File: config.mk
export PLATFORM = sky130hd
export DESIGN_NAME = lzwc_fifo
export DESIGN_NICKNAME = d
export VERILOG_FILES = /design/src/sv/lzwc_fifo.sv
export SDC_FILE = /design/constraint.sdc
export NUM_CORES = 1
export LEC_CHECK = 0
export BUFFER_PORTS_ARGS = -buffer_cell sky130_fd_sc_hd__buf_2
export CAP_MARGIN = 10
export CORE_UTILIZATION = 57
export CTS_BUF_LIST = sky130_fd_sc_hd__clkbuf_4 sky130_fd_sc_hd__clkbuf_8
export DETAILED_ROUTE_END_ITERATION = 10
export GPL_TIMING_DRIVEN = 0
export PLACE_DENSITY = 0.8
export SYNTH_ARGS = -nofsm -noshare
export SYNTH_HDL_FRONTEND = slang
export SYNTH_SLANG_ARGS = --single-unit
File: constraint.sdc
create_clock -name clk -period 2.73 [get_ports clk]
set_clock_uncertainty 0.2 [all_clocks]
set_input_delay 0.273 -clock clk [delete_from_list [all_inputs] [get_ports clk]]
set_output_delay 0.273 -clock clk [all_outputs]
set_load 0.005 [all_outputs]
File: src/sv/lzwc_fifo.sv
// ----------------------------------------------------------------------------
// LZW compressor word queue
// Small show-ahead FIFO in flip-flops, with fill count.
// ----------------------------------------------------------------------------
module lzwc_fifo #(
	parameter int W     = 8,
	parameter int DEPTH = 4
) (
	input  logic                       clk,
	input  logic                       arst_n,
	input  logic                       wr,
	input  logic [W-1:0]               wdata,
	input  logic                       rd,
	output logic [W-1:0]               rdata,
	output logic                       full,
	output logic                       empty,
	output logic [$clog2(DEPTH):0]     cnt
);

	localparam int AW = $clog2(DEPTH);

	logic [W-1:0]  mem_q [DEPTH];
	logic [AW-1:0] wp_q;
	logic [AW-1:0] rp_q;
	logic [AW:0]   cnt_q;
	logic          do_wr;
	logic          do_rd;

	assign full  = (cnt_q == (AW+1)'(DEPTH));
	assign empty = (cnt_q == '0);
	assign cnt   = cnt_q;
	assign rdata = mem_q[rp_q];
	assign do_wr = wr && !full;
	assign do_rd = rd && !empty;

	always_ff @(posedge clk) begin
		if (do_wr) begin
			mem_q[wp_q] <= wdata;
		end
	end

	always_ff @(posedge clk or negedge arst_n) begin
		if (!arst_n) begin
			wp_q  <= '0;
			rp_q  <= '0;
			cnt_q <= '0;
		end else begin
			if (do_wr) begin
				wp_q <= wp_q + 1'b1;
			end
			if (do_rd) begin
				rp_q <= rp_q + 1'b1;
			end
			if (do_wr && !do_rd) begin
				cnt_q <= cnt_q + 1'b1;
			end else if (do_rd && !do_wr) begin
				cnt_q <= cnt_q - 1'b1;
			end
		end
	end

endmodule

# After elaboration in Yosys (flattened, before gate mapping)
# Memory sizes are Yosys's and may differ from the RTL's.
# Cells that the tools add are included.
# totals
regBits,7
ramBits,32
input_bits,12
out_inout_bits,13
word_cells,23
mem_count,1
# op_classes
add_sub_neg,4
n_eq_ne,1
mux,4
reduce_logical,10
# mem_list
memory,depth,word_bits,rd,rd_ports_with_merged_regs,wr,line,text
mem_q,4,8,1,0,1,22,logic [W-1:0] mem_q [DEPTH];
# op_table
op,n
$mux 3,2
$add 2x1->2 const B,2
$logic_and 1x1->1,4
$logic_not 1->1,4
$add 3x1->3 const B,1
$eq 3x3->1 const B,1
$logic_not 3->1,1
$sub 3x1->3 const B,1
$mux 1,2
$reduce_bool 2->1,1

# Longest topological paths before layout
# depth
depth_word,7
depth_mapped,9

# Least setup slack after synthesis
# OpenSTA, ideal clock, no wires.
# synth_path
path_type,register to register
start,register cnt_q[0] (netlist: cnt[0])
end,register cnt_q[2] (netlist: cnt[2])
setup_time_ps,79
arrival_time_ps,1910
setup_slack_ps,541
path_stages_with_launch,9
n_path_buf,0
period_less_slack_ps,2189
path_cell_list,dfrtp_1 > nor3_1 > nand2b_1 > ha_1 > inv_1 > fa_1 > xor2_1 > nor2_1 > xor2_1
# synth_via
elab_chain_len,6
word_cells_on_any_way,15
# synth_lines
element,line,text
start: declaration,25,logic [AW:0] cnt_q;
start signal: assignment,55,cnt_q <= cnt_q + 1'b1;
start signal: assignment,57,cnt_q <= cnt_q - 1'b1;
$logic_not 3->1 *,30,assign empty = (cnt_q == '0);
named net empty,16,"output logic empty,"
$logic_not 1->1 *,34,assign do_rd = rd && !empty;
$logic_and 1x1->1 *,34,
$logic_not 1->1,54,if (do_wr && !do_rd) begin
$logic_and 1x1->1,54,
$mux 3 or $reduce_bool 2->1 (tied branches),n/a,
# Mark *: on every way through the listed nets, which the timed path passes. The rest lies on a longest branch. The select of a mux whose other input is x is not followed.
# A chain may end at the register's enable or synchronous reset.

# Worst setup path after layout
# layout_path
start,register cnt_q[0] (netlist: cnt[0])
end,register cnt_q[2] (netlist: cnt[2])
# layout_via
elab_chain_len,6
word_cells_on_any_way,15
# layout_lines
element
"parallel branches: the longest is 6 deep, another holds $sub 3x1->3"
# Parallel ways; which one is timed is not known. The select of a mux whose other input is x is not followed.

==> run metrics <==
CP max FO 5; sequential share of the synthesized area a little under three quarters; post-route ant nets 0; Initial Util 62.44%; io pins 25; leak pwr 0.7246 nW; Max Fclk 423.7 MHz; Setup-failing EPs final 0; yosys warns 0; CP Launch Type flip-flop; vias in the first global route 836; TritonRoute pass-1 iters 4; CP required 2.80 ns; max capacitance violation total 0; first-pass GRT wire length between 3 and 4 mm; die area 3003 µm²; CP Capture Type flip-flop; average size of a mapped cell between 20 and 25 µm²; TritonCTS buffer count 5; critical hold path startpoint rd; DR vias 804; fin. max-slew vios 0; largest net degree at the start of global routing 13; Rel. slew slack ~61%; vias per cell 5.432; drt drc 0; # fillers 151; Die Width 54.80 µm; Hold Crit Depth 3; RR Startpoint cnt[0]; H-tree levels 2; Global Route Usage Sum about a fifth; period utilization 86.45%; WP data arrival 2.43 ns; die height 54.80 µm; ant diodes 0; Fin. Hold Viols 0; dpl hpwl 1.724 mm; grt total ovfl 0; Worst Tran Pin Value 0.5833 ns; gp weighted congestion 0.7497; Rows 18; clk root buf clkbuf_4; CTS max path bufs 2; Clock Latency Late Sink around 0.34 ns; layout cells sized above 1 between 40% and 50%; Hold Slack 0.03366 ns; clock sink total 39; Reg clk slew, reported paths 0.11 ns; WL per Instance 17.18 µm; status complete, no violations; P&R area growth vs syn 19.21%; final core area utilization ~74%; setup_tns 0 ns; Setup crit start cnt[0]; PortBufs 24; first-iteration detailed-routing DRC count 16; R2R cell count 8; worst vdd ir 0.6140 mV; initial antenna violation count 0; Nets roughly 140; number of library cell types mapped by synthesis 20; setup bufs post-CTS 0; CORE AREA roughly 2500 µm²; Synthesized Nets 95; Final min period 2.360 ns; critical path class flip-flop to flip-flop; worst hold path class input port to flip-flop; CTS tree yes; pwr dens 975.8 nW/µm²; Yosys reg bits 39; Synth Cell Area roughly 1600 µm²; Syn Inst Count 77; DRT Wirelength around 2.5 mm; RSZ-0062 raised after global routing no
[synth_stat cells]
cell type / instances / share of area, %
nand2b_1: 1 / 0.39
nor2b_2: 1 / 0.55
nor3b_4: 1 / 1.2
clkbuf_1: 1 / 0.24
nand3b_1: 1 / 0.47
nor2_1: 1 / 0.24
and2_2: 4 / 1.9
dfrtp_1: 7 / 11
mux4_2: 8 / 11
mux2_4: 1 / 0.94
inv_1: 3 / 0.71
mux2_2: 1 / 0.71
nor3_1: 1 / 0.31
fa_1: 1 / 1.3
edfxtp_1: 32 / 60
xor2_1: 2 / 1.1
buf_6: 1 / 0.71
xnor2_1: 4 / 2.2
ha_1: 5 / 3.9
buf_2: 1 / 0.31
[final timing paths]
check,slack (ns),to
min in group asynchronous,0.08,cnt[2]
max reg2reg,0.37,cnt[2]
min reg2reg,0.34,cnt[2]
max,0.37,cnt[2]
min,0.03,rp_q[1]
max in group asynchronous,2.09,rp_q[0]
[state kept, by name (all words and copies together), names as in the netlist]
register  flops
cnt           3
mem_q        32
rp_q          2
wp_q          2
[cells by family after synthesis]
| group | Yosys count | share of synthesized area, % |
|---|---|---|
| flops | 39 | 71.50 |
| mux | 10 | 12.99 |
| simple gates | 10 | 5.040 |
| xor+xnor | 6 | 3.307 |
| buf+inv | 6 | 1.968 |
| fa+ha+maj | 6 | 5.197 |
[through the flow]
| stage | setup slack [ns] | area [µm²] | power, W | std cells |
|---|---|---|---|---|
| global placement | 0.4972 | 1747 | 0.001527 | 131 |
| floorplan | 0.5410 | 1589 | 0.001339 | 77 |
| CTS | 0.3794 | 1894 | 0.001868 | 148 |
| finish | 0.3700 | 1894 | 0.001849 | 148 |
| global route | 0.2393 | 1894 | 0.001981 | 148 |
| detailed placement | 0.4166 | 1747 | 0.001575 | 131 |
[power breakdown]
part,switching [W],internal [W]
clock network,0.000181,0.000109
registers,0.0000803,0.000806
logic,0.000310,0.000362
[area by class of cell]
type	instances	area (µm²)	area share, %
buffer	3	20.02	1.057
clock buffer	6	45.04	2.378
clock inverter	2	12.51	0.6605
inverter	3	11.26	0.5945
multi-input combinational	32	421.7	22.26
sequential	39	1136	59.97
tap	30	37.54	1.982
timing repair buffer	33	210.2	11.10
[layer usage]
metal,routed length [µm],global-route usage [%],vias to the layer above
met5,0,0,-
met4,44,10.68,0
met3,125,6.667,8
met2,1319,32.73,27
met1,1052,25.81,399
li1,-,-,370
[critical path, cell delays in order, from the launching register on]
cell and delay, ns:
dfrtp_1 0.49, nor3_1 0.31, nand2b_1 0.20, ha_1 0.21, inv_1 0.07, fa_1 0.38
xor2_1 0.16, nor2_1 0.12, xor2_1 0.16
[layout by cell type (no fill, tap or decap), types with 2 or more instances in the layout]
cell,Yosys,routed
inv_1,3,3
buf_2,1,25
xor2_1,2,2
dlygate4sd3_1,0,9
xnor2_1,4,4
mux4_2,8,8
dfrtp_1,7,7
and2_2,4,4
clkbuf_4,0,6
edfxtp_1,32,32
ha_1,5,5
[timing repair]
item | CTS | global route
resized for setup | 0 | 0
setup endpoints to repair | 0 | 0
endpoints found under the hold margin | 39 | 0
hold buffers | 9 | 0
Note: power is estimated with default switching activity, not from simulation.
